--- config.mk ---
export PLATFORM = sky130hd
export DESIGN_NAME = ptwc_ctrl
export DESIGN_NICKNAME = d
export VERILOG_FILES = /design/src/hdl/ptwc_pkg.sv /design/src/hdl/ptwc_ctrl.sv
export SDC_FILE = /design/constraint.sdc
export NUM_CORES = 1
export LEC_CHECK = 0
export ABC_AREA = 0
export BUFFER_PORTS_ARGS = -buffer_cell sky130_fd_sc_hd__buf_2
export CORE_AREA = 5 5 42 44
export DETAILED_ROUTE_END_ITERATION = 6
export DIE_AREA = 0 0 47 49
export PLACE_DENSITY = 0.64
export SLEW_MARGIN = 20
export SYNTH_ARGS = -nofsm -noshare
export SYNTH_HDL_FRONTEND = slang
export SYNTH_SLANG_ARGS = --single-unit
--- constraint.sdc ---
create_clock -name clk -period 1.5 [get_ports clk]
set_input_delay 0.15 -clock clk [delete_from_list [all_inputs] [get_ports clk]]
set_output_delay 0.15 -clock clk [all_outputs]
set_load 0.05 [all_outputs]
--- src/hdl/ptwc_pkg.sv ---
// ----------------------------------------------------------------------------
// ptwc_pkg
// shared types and constants for the four-level page table walk checker
// ----------------------------------------------------------------------------
package ptwc_pkg;

  localparam int ENTRIES_PER_PAGE = 512;
  localparam int SLOT_W           = 9;

  // entry bit positions
  localparam int BIT_P  = 0;
  localparam int BIT_RW = 1;
  localparam int BIT_US = 2;
  localparam int BIT_PS = 7;

  localparam int ROOT_W  = 6;
  localparam int FRAME_W = 40;
  localparam int CFG_W   = 40;

  // slave- and master-side tdata widths
  localparam int IN_DATA_W = 128;
  localparam int OUT_DATA_W = 120;

  // item kinds on s_tuser
  localparam logic MODE_WRITE  = 1'b0;
  localparam logic MODE_LOOKUP = 1'b1;

  // configuration register indexes
  localparam logic CFG_ROOT_PAGE  = 1'b0;
  localparam logic CFG_BASE_FRAME = 1'b1;

  typedef enum logic [2:0] {
    ST_WRITTEN = 3'd0,
    ST_MAPPED  = 3'd1,
    ST_NOTABLE = 3'd2,
    ST_ABSENT  = 3'd3,
    ST_OUTSIDE = 3'd4
  } status_t;

  typedef enum logic [1:0] {
    LVL_PML4 = 2'd0,
    LVL_PDPT = 2'd1,
    LVL_PD   = 2'd2,
    LVL_PT   = 2'd3
  } level_t;

  typedef enum logic [1:0] {
    S_IDLE,
    S_WALK,
    S_DONE
  } state_t;

  // controller to datapath
  typedef struct packed {
    logic    item_load;
    logic    store_write;
    logic    tbl_read;
    level_t  rd_level;
    logic    res_load;
    status_t res_status;
    logic    out_load;
  } cmd_t;

  // datapath to controller
  typedef struct packed {
    logic root_outside;
    logic present;
    logic page_size;
    logic ptr_outside;
  } stat_t;

  function automatic level_t next_level(level_t lvl);
    level_t nxt;
    case (lvl)
      LVL_PML4: nxt = LVL_PDPT;
      LVL_PDPT: nxt = LVL_PD;
      LVL_PD:   nxt = LVL_PT;
      default:  nxt = LVL_PT;
    endcase
    return nxt;
  endfunction

endpackage

--- src/hdl/ptwc_ctrl.sv ---
// ----------------------------------------------------------------------------
// ptwc_ctrl
// controller: sequences store writes, the four-level walk and result hand-off
// ----------------------------------------------------------------------------
module ptwc_ctrl import ptwc_pkg::*; (
  input  logic  clk,
  input  logic  rst,
  input  logic  s_tvalid,
  input  logic  s_tuser,
  output logic  s_tready,
  output logic  m_tvalid,
  input  logic  m_tready,
  input  stat_t stat,
  output cmd_t  cmd
);

  state_t state, state_next;
  level_t lvl, lvl_next;
  logic   out_valid, out_valid_next;

  always_ff @(posedge clk) begin
    if (rst) begin
      state     <= S_IDLE;
      lvl       <= LVL_PML4;
      out_valid <= 1'b0;
    end else begin
      state     <= state_next;
      lvl       <= lvl_next;
      out_valid <= out_valid_next;
    end
  end

  always_comb begin
    state_next     = state;
    lvl_next       = lvl;
    s_tready       = 1'b0;
    cmd.item_load   = 1'b0;
    cmd.store_write = 1'b0;
    cmd.tbl_read    = 1'b0;
    cmd.rd_level    = LVL_PML4;
    cmd.res_load    = 1'b0;
    cmd.res_status  = ST_WRITTEN;
    cmd.out_load    = 1'b0;

    case (state)
      S_IDLE: begin
        s_tready = 1'b1;
        if (s_tvalid) begin
          cmd.item_load = 1'b1;
          if (s_tuser == MODE_WRITE) begin
            cmd.store_write = 1'b1;
            cmd.res_load    = 1'b1;
            cmd.res_status  = ST_WRITTEN;
            state_next      = S_DONE;
          end else if (stat.root_outside) begin
            cmd.res_load   = 1'b1;
            cmd.res_status = ST_OUTSIDE;
            state_next     = S_DONE;
          end else begin
            cmd.tbl_read = 1'b1;
            cmd.rd_level = LVL_PML4;
            lvl_next     = LVL_PML4;
            state_next   = S_WALK;
          end
        end
      end
      S_WALK: begin
        if (lvl == LVL_PT) begin
          cmd.res_load   = 1'b1;
          cmd.res_status = stat.present ? ST_MAPPED : ST_ABSENT;
          state_next     = S_DONE;
        end else if (!stat.present || (stat.page_size && lvl != LVL_PML4)) begin
          cmd.res_load   = 1'b1;
          cmd.res_status = ST_NOTABLE;
          state_next     = S_DONE;
        end else if (stat.ptr_outside) begin
          cmd.res_load   = 1'b1;
          cmd.res_status = ST_OUTSIDE;
          state_next     = S_DONE;
        end else begin
          cmd.tbl_read = 1'b1;
          cmd.rd_level = next_level(lvl);
          lvl_next     = next_level(lvl);
        end
      end
      S_DONE: begin
        if (!out_valid || m_tready) begin
          cmd.out_load = 1'b1;
          state_next   = S_IDLE;
        end
      end
      default: begin
        state_next = S_IDLE;
      end
    endcase
  end

  always_comb begin
    if (cmd.out_load) begin
      out_valid_next = 1'b1;
    end else if (m_tready) begin
      out_valid_next = 1'b0;
    end else begin
      out_valid_next = out_valid;
    end
  end

  assign m_tvalid = out_valid;

  // a write beat goes straight to result hand-off
  a_write_done: assert property (@(posedge clk) disable iff (rst)
    (s_tvalid && s_tready && s_tuser == MODE_WRITE) |=> state == S_DONE)
    else $error("write beat did not reach result hand-off");

  // a store read and a result capture never share a cycle
  a_read_xor_result: assert property (@(posedge clk) disable iff (rst)
    !(cmd.tbl_read && cmd.res_load))
    else $error("store read issued together with result capture");

  // a finished result waits until the output register is free
  a_done_holds: assert property (@(posedge clk) disable iff (rst)
    (state == S_DONE && out_valid && !m_tready) |=> state == S_DONE)
    else $error("result dropped while output stalled");

  // the walk only moves deeper while it stays in the walk
  a_walk_advances: assert property (@(posedge clk) disable iff (rst)
    (state == S_WALK && state_next == S_WALK) |=> lvl != LVL_PML4)
    else $error("walk level did not advance");

endmodule

* Yosys cells after proc, flatten, opt, wreduce, memory -nomap -nowiden
Index checks and enable logic that the tools add are counted. W data, S select, Z words.
Storage, ports and cells: word-level logic and storage cells 63, bits of input ports 9, flip-flop bits (word level) 5, output and inout bits 12
Operators by class: equal/unequal tests 12, reduce and logical (&&, ||, !) cells 12, mux-type cells 36
Operators with widths (number):
- $mux W2 | 15
- $mux W4 | 5
- $mux W3 | 5
- $ne A2 B2 Y1 const B | 7
- $pmux W7 S2 | 1
- $mux W9 | 1
- $pmux W2 S2 | 2
- $reduce_and A7 Y1 | 1
- $mux W1 | 6
- $pmux W2 S3 | 1
- $reduce_bool A2 Y1 | 3
- $eq A2 B1 Y1 const B | 2
- $eq A2 B2 Y1 const B | 2
- $logic_not A2 Y1 | 2
- $ne A4 B4 Y1 const B | 1
- $reduce_and A3 Y1 | 1
- $logic_not A1 Y1 | 2
- $logic_or A1 B1 Y1 | 2
- $logic_and A1 B1 Y1 | 1

* Depth between registers and ports, before layout
Gate-level depths: netlist of run 1.
depth in word-level cells 6, mapped depth 4, depth with buffers taken out 4

* Worst setup path before layout of run 1
No wires, ideal clock.
kind register to output, start point register state[0], end point output cmd[3] (netlist name), buffers on the path 0, setup slack -0.710 ns, cell stages (with the launch flop) 4, data arrival time 2.060 ns, required time 1.350 ns, path through dfxtp_1 nor2_1 nand2_1 o22ai_1
RTL lines:
- start: declaration | line ptwc_ctrl.sv:17 | state_t state, state_next;
- start signal: assignment | line ptwc_ctrl.sv:27 | state <= state_next;
- end: declaration | line ptwc_ctrl.sv:14 | output cmd_t cmd

==> reports/metrics.yaml, run 1 <==
num_vias: 392
period_share_pct: 105
path_buf_inv: 1
die_h_um: 49
worst-path-max-fanout: 2
worstPathArrival_ns: 1.42
cp_slowest_cell: "maj3_2"
placedCellCount: 80
path_cells: "maj3_2 -> nor4bb_4 -> nor3_2 -> buf_6"
htreeDepth: 1
power_density_nw_per_um2: 679
ir_worst_vdd_uv: 195
crit_required_ns: 1.35
final-setup-viol-count: 3
ys_warn_count: 0
finalSetupTns_ns: -0.0967
instances_no_fill: 87
synth_seq_cells: 5
synth_seq_area_share_pct: 28.9
rows: 14
clock_path_buffers: 2
grt_max_degree: 7
fmax_mhz: 635
path_clk_slew_ns: 0.04
synthToLayoutAreaGrowth_pct: 89.5
place_area_um2: 523
portBuffers: 20
antennaDiodeCount: 0
globalplace.congestion: 0.728
clock-sinks: 5
cellLeakagePower_uw: 0.000289
ctsHoldBuffers: 0
coreArea_um2: 1400
skew_ns: 0.00127
timing.slew.headroom_pct: 83.4
violations: "negative setup slack"
finalHoldViolCount: 0
fin_nets: 81
viasPerCell: 4.51
start_kind: "flop"
die_x_um: 47
grt_pass1_vias: 402
synth_area_um2: 347
hold_ws_ns: 0.129
grt_pass1_wl_um: 1690
drive_above_1_share_pct: 64.8
crit_path_end_kind: "primary output"
cts_tree: "done"
dieArea_um2: 2300
dr.first_iter.drc_count: 1
grt_setup_unrepaired: "yes"
critical_path.top_delay_family: "simple AND/OR/NAND/NOR gates"
firstDrtPassIters: 2
criticalPathCategory: "flop to primary output"
grt-ovfl-total: 0
clock_latency_ns: 0.24
drv_cap: 0
gr-usage-all-layers_pct: 10.2
synth_top_area_share_pct: 28.9
holdCritPathClass: "primary input to flop"
syn_avg_cell_area_um2: 8.25
cts_buffers: 3
cpPeakStageDelay_ns: 0.34
drc: 0
synth_fp_nets: 51
ant_nets: 0
yosys.area.top_type: "dfxtp_1"
ys_top_cells_by_area: "dfxtp_1 (29%), nand4bb_4 (7.9%), nand2b_1 (5.4%), nor2b_1 (5.4%), nor4bb_2 (4.7%)"
routed_wirelength_um: 1080
synth_cells: 42
worstMarginPinSlew_ns: 0.248
ys_types: 24
status: "finished, violations left"
wl_per_cell_um: 12.4
ioPinCount: 21
antenna_found_initial: 0
place_hpwl_um: 760
initial_core_util_pct: 24.7
finalMaxSlewViolations: 0
final_cell_area_um2: 657
setup_ws_ns: -0.0741
fin_crit_ns: 1.57
cts-root-buf: "clkbuf_4"
per-stage QoR:
step,total power (µW),utilization (%),worst slack (ns)
global placement,278,37.3,0.0933
floorplan,242,-,-0.0639
finish,446,46.9,-0.0741
global route,470,46.9,-0.132
detailed placement,279,37.3,0.0560
CTS,450,44.0,-0.111
repair_timing:
| item | CTS | global route |
|---|---|---|
| pin swaps | 5 | 9 |
| endpoints found under the hold margin | 0 | 0 |
| resized for setup | 18 | 7 |
| endpoints found under the setup margin | 7 | 7 |
| setup buffers | 1 | 3 |
metal layers:
layer / global-route usage (%) / vias up / routed length [µm]
met2: 14.3 / 11 / 565
met4: 8.29 / 0 / 0
met5: 0 / - / 0
met1: 12.6 / 176 / 465
li1: - / 205 / -
met3: 2.58 / 0 / 47
worst paths after layout:
path | from | end | slack, ns | cells after the start
max | lvl[1]$_SDFFE_PP0P_ | cmd[4] | -0.07 | 4
max reg2reg | state[1]$_SDFFE_PP0P_ | lvl[0]$_SDFFE_PP0P_ | 0.18 | 4
min | rst | state[0]$_SDFFE_PP0P_ | 0.13 | 2
min reg2reg | m_tvalid$_SDFFE_PP0P_ | m_tvalid$_SDFFE_PP0P_ | 0.52 | 2
power breakdown:
part           switching (µW)  total (µW)  internal [µW]  leakage [µW]
registers                6.97         145            138     0.0000423
clock network            52.8         153            100     0.0000150
logic                    95.9         148           51.7      0.000231
cells in the final DEF, fill, tap and decap left out, types with 2 or more instances in the layout:
master,instances
a21oi_1,3
buf_2,13
buf_4,5
buf_6,6
clkbuf_4,4
dfxtp_1,2
dfxtp_2,2
inv_1,2
nand2_1,3
nand2b_1,3
nor2_2,2
nor2b_1,2
nor3_1,2
state kept, by name, indices dropped and copies added, names as in the netlist:
name / cells
lvl: 2
m_tvalid: 1
state: 2
synth_stat cells (all sizes together):
cell type / count
dfxtp: 5
a21boi: 1
and3: 1
or3: 1
o21ai: 1
o22a: 1
buf: 1
xor2: 1
nor3: 3
nor4bb: 1
nor2: 4
a211oi: 1
nand4bb: 1
and2: 1
nand2b: 3
a21oi: 3
nand3: 1
a31oi: 1
inv: 2
nand4b: 1
o22ai: 1
nand2: 3
nor2b: 3
maj3: 1
worst reg2reg max path: stages, from the launching register on:
cell and delay, ns:
dfxtp_4 0.36, nand4bb_4 0.29, or3_1 0.34, a31oi_1 0.17, nor2_1 0.05
cell families (layout without fill, tap and decap cells):
family | after synthesis | in the layout | share of synthesized area [%]
DFF | 5 | 5 | 28.9
adders and majority gates | 1 | 1 | 3.25
xor gates and xnor gates | 1 | 1 | 2.53
and+or+nand+nor | 23 | 23 | 44.8
buffers and inverters | 3 | 32 | 4.33
AOI/OAI and AO/OA | 9 | 9 | 16.2
area by class of cell:
type	count	area, µm²
fillers	154	744
multi-input cells	34	304
repair buffers	26	193
flip-flops and latches	5	106
clock buffers	4	26.3
well taps	16	20.0
inverters	2	7.51
Note: power is estimated with default switching activity, not from simulation.
==> run 2: changes to the inputs <==
--- a/config.mk
+++ b/config.mk
@@ -10,7 +10,7 @@
 export CORE_AREA = 5 5 42 44
 export DETAILED_ROUTE_END_ITERATION = 6
 export DIE_AREA = 0 0 47 49
-export PLACE_DENSITY = 0.64
+export GPL_TIMING_DRIVEN = 0
 export SLEW_MARGIN = 20
 export SYNTH_ARGS = -nofsm -noshare
 export SYNTH_HDL_FRONTEND = slang
==> reports/metrics.yaml, run 2 (same netlist as run 1, synthesis figures left out) <==
setup_ws_ns: -0.107  # -0.0325 ns
drv_cap: 0  # unchanged
finalHoldViolCount: 0  # unchanged
final_cell_area_um2: 664  # +1.1%
path_cells: "maj3_2 -> nor4bb_4 -> nor3_2 -> buf_6"
crit_required_ns: 1.35  # about the same
clock_path_buffers: 2  # unchanged
critical_path.top_delay_family: "simple AND/OR/NAND/NOR gates"
place_area_um2: 508  # -2.9%
min_path_cells: 2  # unchanged
clock_latency_ns: 0.24  # about the same
criticalPathCategory: "flop to primary output"
worstPathArrival_ns: 1.46  # +0.04 ns
viasPerCell: 4.85  # +7.7%
timing.slew.headroom_pct: 83.6  # +0.13 points
finalMaxSlewViolations: 0  # unchanged
violations: "negative setup slack"
start_kind: "flop"
path_clk_slew_ns: 0.04  # about the same
fin_nets: 82  # +1.2%
ioPinCount: 21  # unchanged
crit_path_end_kind: "primary output"
skew_ns: 0.000192  # -0.00107 ns
dieArea_um2: 2300  # unchanged
status: "finished, violations left"
final_common_cell: "buf_2"
worstMarginPinSlew_ns: 0.245  # -0.00286 ns
grt-ovfl-total: 0  # unchanged
drive_above_1_share_pct: 65.3  # +0.49 points
grt_pass1_wl_um: 1720  # +1.7%
initial_core_util_pct: 24.7  # unchanged
cts_tree: "done"
cts_buffers: 3  # unchanged
cp_slowest_cell: "maj3_2"
preCtsSetupSlack_ns: -0.0596  # -0.116 ns
fin_util_pct: 47.4  # +0.54 points
num_vias: 427  # +8.9%
antenna_found_initial: 0  # unchanged
ant_nets: 0  # unchanged
worst-path-max-fanout: 3  # +1
routed_wirelength_um: 1150  # +6.8%
cpPeakStageDelay_ns: 0.34  # about the same
dr.first_iter.drc_count: 6  # +5
portBuffers: 20  # unchanged
ctsHoldBuffers: 0  # unchanged
r2r-end: "lvl[0]$_SDFFE_PP0P_"
ir_worst_vdd_uv: 407  # +110%
holdCritPathClass: "primary input to flop"
synthToLayoutAreaGrowth_pct: 91.7
htreeDepth: 1  # unchanged
place_hpwl_um: 780  # +2.7%
antennaDiodeCount: 0  # unchanged
grt_pass1_vias: 430  # +7.0%
globalplace.congestion: 0.681  # -6.4%
hold_start: "rst"
fin_crit_ns: 1.61  # +0.0325 ns
final-setup-viol-count: 3  # unchanged
holdPathEnd: "lvl[0]$_SDFFE_PP0P_"
drc: 0  # unchanged
r2r_start: "state[1]$_SDFFE_PP0P_"
clock-sinks: 5  # unchanged
firstDrtPassIters: 4  # +2
gr-usage-all-layers_pct: 10.4  # +0.13 points
reg2reg_depth: 4  # unchanged
cts-root-buf: "clkbuf_4"
period_share_pct: 107  # +2.2 points
fmax_mhz: 622  # -2.0%
power_density_nw_per_um2: 668  # -1.5%
rows: 14  # unchanged
die_h_um: 49  # unchanged
path_buf_inv: 1  # unchanged
grt_max_degree: 7  # unchanged
cellLeakagePower_uw: 0.000295  # +2.1%
reg2reg_slack_ns: 0.18  # about the same
mostFrequentLayoutCells: "buf_2 (14), buf_4 (7), buf_6 (5)"
die_x_um: 47  # unchanged
grt_setup_unrepaired: "yes"
wl_per_cell_um: 13.1  # +5.6%
coreArea_um2: 1400  # unchanged
==> run 2: cell count changes in the layout (fill, tap and decap cells not counted), sizes merged <==
cell    change
buf         +2
clkbuf      -1
==> run 2: worst max-delay path by stage <==
stage	startpoint	endpoint	slack [ns]	cells past startpoint
floorplan	lvl[0]$_SDFFE_PP0P_	cmd[4]	-0.06	3
global placement	lvl[0]$_SDFFE_PP0P_	cmd[4]	-0.07	4
detailed placement	lvl[0]$_SDFFE_PP0P_	cmd[4]	-0.06	4
CTS	lvl[0]$_SDFFE_PP0P_	cmd[4]	-0.14	4
global route	lvl[1]$_SDFFE_PP0P_	cmd[4]	-0.16	4
finish	lvl[1]$_SDFFE_PP0P_	cmd[4]	-0.11	4
==> run 2: final cells by class <==
| cell class | count | area, µm² |
|---|---|---|
| fill | 153 | 737 |
| buffer | 1 | 7.51 |
| timing repair buffer | 26 | 186 |
| inverter | 2 | 7.51 |
| multi-input combinational | 34 | 307 |
| tap | 16 | 20.0 |
| sequential | 5 | 110 |
| clock buffer | 4 | 26.3 |
==> run 2: layer usage <==
layer / global-route usage [%] / up-vias / share of wire [%]
met4: 4.15 / 0 / 0.43
met3: 3.69 / 2 / 8.3
met2: 18.3 / 17 / 54
met1: 10.3 / 196 / 37
met5: 0 / - / 0
li1: - / 212 / -
==> run 2: per-stage QoR <==
step                      instances  hold slack [ns]  setup TNS, ns  total power, µW
after floorplan                  42            0.219        -0.0639              242
after global routing             88            0.142         -0.461              465
after global placement           78            0.385        -0.0660              280
after CTS                        86            0.122         -0.232              446
after detailed placement         78            0.385        -0.0596              281
final                            88            0.131         -0.158              444
==> run 2: where the power goes <==
part           switching, µW  total, µW  internal [µW]
Combinational           95.7        148           51.8
Clock                   53.4        154            100
Sequential              7.41        143            135
==> run 2: worst reg2reg max path, stage by stage, from the launching register on <==
cell       delay [ns]
dfxtp_2          0.35
nand4bb_4        0.28
or3_1            0.36
a31oi_1          0.17
nor2_1           0.05
==> run 2: what timing repair did <==
action / in CTS / in global routing
resized for setup: 19 / 6
pin swaps: 6 / 6
buffers inserted: 4 / 2
setup endpoints to repair: 7 / 6
==> run 3: changes to the inputs <==
--- a/config.mk
+++ b/config.mk
@@ -6,11 +6,12 @@
 export NUM_CORES = 1
 export LEC_CHECK = 0
 export ABC_AREA = 0
-export BUFFER_PORTS_ARGS = -buffer_cell sky130_fd_sc_hd__buf_2
 export CORE_AREA = 5 5 42 44
 export DETAILED_ROUTE_END_ITERATION = 6
 export DIE_AREA = 0 0 47 49
+export DONT_BUFFER_PORTS = 1
 export GPL_TIMING_DRIVEN = 0
+export SETUP_SLACK_MARGIN = 0.05
 export SLEW_MARGIN = 20
 export SYNTH_ARGS = -nofsm -noshare
 export SYNTH_HDL_FRONTEND = slang
==> reports/metrics.yaml, run 3 (same netlist as run 1, synthesis figures left out) <==
crit_required_ns: 1.35  # about the same
finalHoldViolCount: 0  # unchanged
violations: "negative setup slack"
start_kind: "flop"
coreArea_um2: 1400  # unchanged
cts_tree: "done"
synthToLayoutAreaGrowth_pct: 85.9
setup_ws_ns: -0.130  # -0.0235 ns
r2r-end: "lvl[0]$_SDFFE_PP0P_"
power_density_nw_per_um2: 677  # +1.3%
num-fill-cells: 145  # -5.2%
fin_util_pct: 46.0  # -1.4 points
finalMaxSlewViolations: 0  # unchanged
clock-sinks: 5  # unchanged
die_h_um: 49  # unchanged
gr-usage-all-layers_pct: 10.6  # +0.22 points
seqCellArea_um2: 116  # +5.7%
crit_path_end_kind: "primary output"
grt_max_degree: 7  # unchanged
final-setup-viol-count: 7  # +4
crit_start: "lvl[1]$_SDFFE_PP0P_"
path_cells: "maj3_2 -> nor4bb_4 -> nor3_4"
ir_worst_vdd_uv: 419  # +3.1%
die_x_um: 47  # unchanged
routed_wirelength_um: 1170  # +1.3%
holdCritPathClass: "primary input to flop"
grt-ovfl-total: 0  # unchanged
grt_pass1_vias: 426  # -0.93%
path_buf_inv: 0  # -1
drv_cap: 0  # unchanged
clock_path_buffers: 2  # unchanged
period_share_pct: 109  # +1.6 points
wl_met1_um: 426  # -0.93%
final_cell_area_um2: 644  # -3.0%
status: "finished, violations left"
portBuffers: 0  # -100%
total_power_uw: 437  # -1.7%
initial_core_util_pct: 24.7  # unchanged
min_path_cells: 2  # unchanged
reg2reg_depth: 5  # +1
instances_no_fill: 75  # -15%
viasPerCell: 5.08  # +4.7%
critical_path.top_delay_family: "simple AND/OR/NAND/NOR gates"
drc: 0  # unchanged
timing.slew.headroom_pct: 56.2  # -27 points
dieArea_um2: 2300  # unchanged
grt_pass1_wl_um: 1770  # +3.2%
cpPeakStageDelay_ns: 0.38  # +0.04 ns
num_vias: 381  # -11%
antennaDiodeCount: 0  # unchanged
worstMarginPinSlew_ns: 0.655  # +0.410 ns
fin_crit_ns: 1.63  # +0.0235 ns
reg2reg_slack_ns: -0.02  # -0.20 ns
rows: 14  # unchanged
cp_slowest_cell: "nor4bb_4"
globalplace.congestion: 0.681  # about the same
wl_per_cell_um: 15.5  # +19%
r2r_start: "state[1]$_SDFFE_PP0P_"
criticalPathCategory: "flop to primary output"
path_clk_slew_ns: 0.04  # about the same
cellLeakagePower_uw: 0.000235  # -20%
final_common_cell: "buf_4"
skew_ns: 0.00546  # +0.00527 ns
dr.first_iter.drc_count: 4  # -2
cts-root-buf: "clkbuf_4"
grt_setup_unrepaired: "yes"
drive_above_1_share_pct: 64.4  # -0.87 points
mostFrequentLayoutCells: "buf_4 (8), buf_6 (5), dfxtp_4 (4)"
place_area_um2: 408  # -20%
ioPinCount: 21  # unchanged
top_layer_used: "met4"
hold_start: "m_tready"
holdPathEnd: "m_tvalid$_SDFFE_PP0P_"
placedCellCount: 58  # -26%
firstDrtPassIters: 4  # unchanged
clock_latency_ns: 0.24  # about the same
place_hpwl_um: 705  # -9.6%
worst-path-max-fanout: 4  # +1
wl_met2_um: 633  # +2.3%
ant_nets: 0  # unchanged
worstPathArrival_ns: 1.48  # +0.02 ns
multi_input_area_um2: 344  # +12%
cts_buffers: 3  # unchanged
wl_met3_um: 94  # -2.1%
fmax_mhz: 613  # -1.4%
antenna_found_initial: 0  # unchanged
fin_nets: 69  # -16%
htreeDepth: 1  # unchanged
## run 3: cell type report
cell class,count,area share (%)
clock buffer,4,4.08
sequential,5,18.1
buffer,1,1.75
multi-input combinational,34,53.4
inverter,2,1.75
timing repair buffer,13,17.9
tap,16,3.11
## run 3: metal layers
metal	vias to the layer above	track usage [%]
met5	-	0
met4	0	5.53
met3	2	3.69
met2	14	17.6
met1	183	11.0
li1	182	-
## run 3: timing repair
action	4_1_cts	5_1_grt
hold endpoints to repair	5	0
pin swaps	13	12
setup endpoints to repair	12	12
hold buffers	1	0
setup buffers	10	3
gates resized for setup	24	5
## run 3: worst max-delay path by stage
stage,end,slack (ns),depth (start not counted)
2_1_floorplan,cmd[4],-0.06,3
5_1_grt,cmd[4],-0.19,3
3_5_place_dp,cmd[4],-0.17,3
6_report,cmd[4],-0.13,3
3_3_place_gp,cmd[4],-0.17,3
4_1_cts,cmd[3],-0.11,3
## run 3: where the power goes
| group | internal [µW] | switching [µW] | leakage (µW) |
|---|---|---|---|
| clock network | 101 | 60.2 | 0.0000150 |
| registers | 133 | 11.0 | 0.0000441 |
| logic | 44.5 | 86.6 | 0.000176 |
## run 3: metrics by stage
stage / TNS, ns / hold WS, ns / setup slack, ns
6_report: -0.462 / 0.147 / -0.130
5_1_grt: -0.926 / 0.161 / -0.186
4_1_cts: -0.428 / 0.128 / -0.110
3_5_place_dp: -0.268 / 0.225 / -0.172
3_3_place_gp: -0.227 / 0.223 / -0.171
2_1_floorplan: -0.0639 / 0.219 / -0.0639
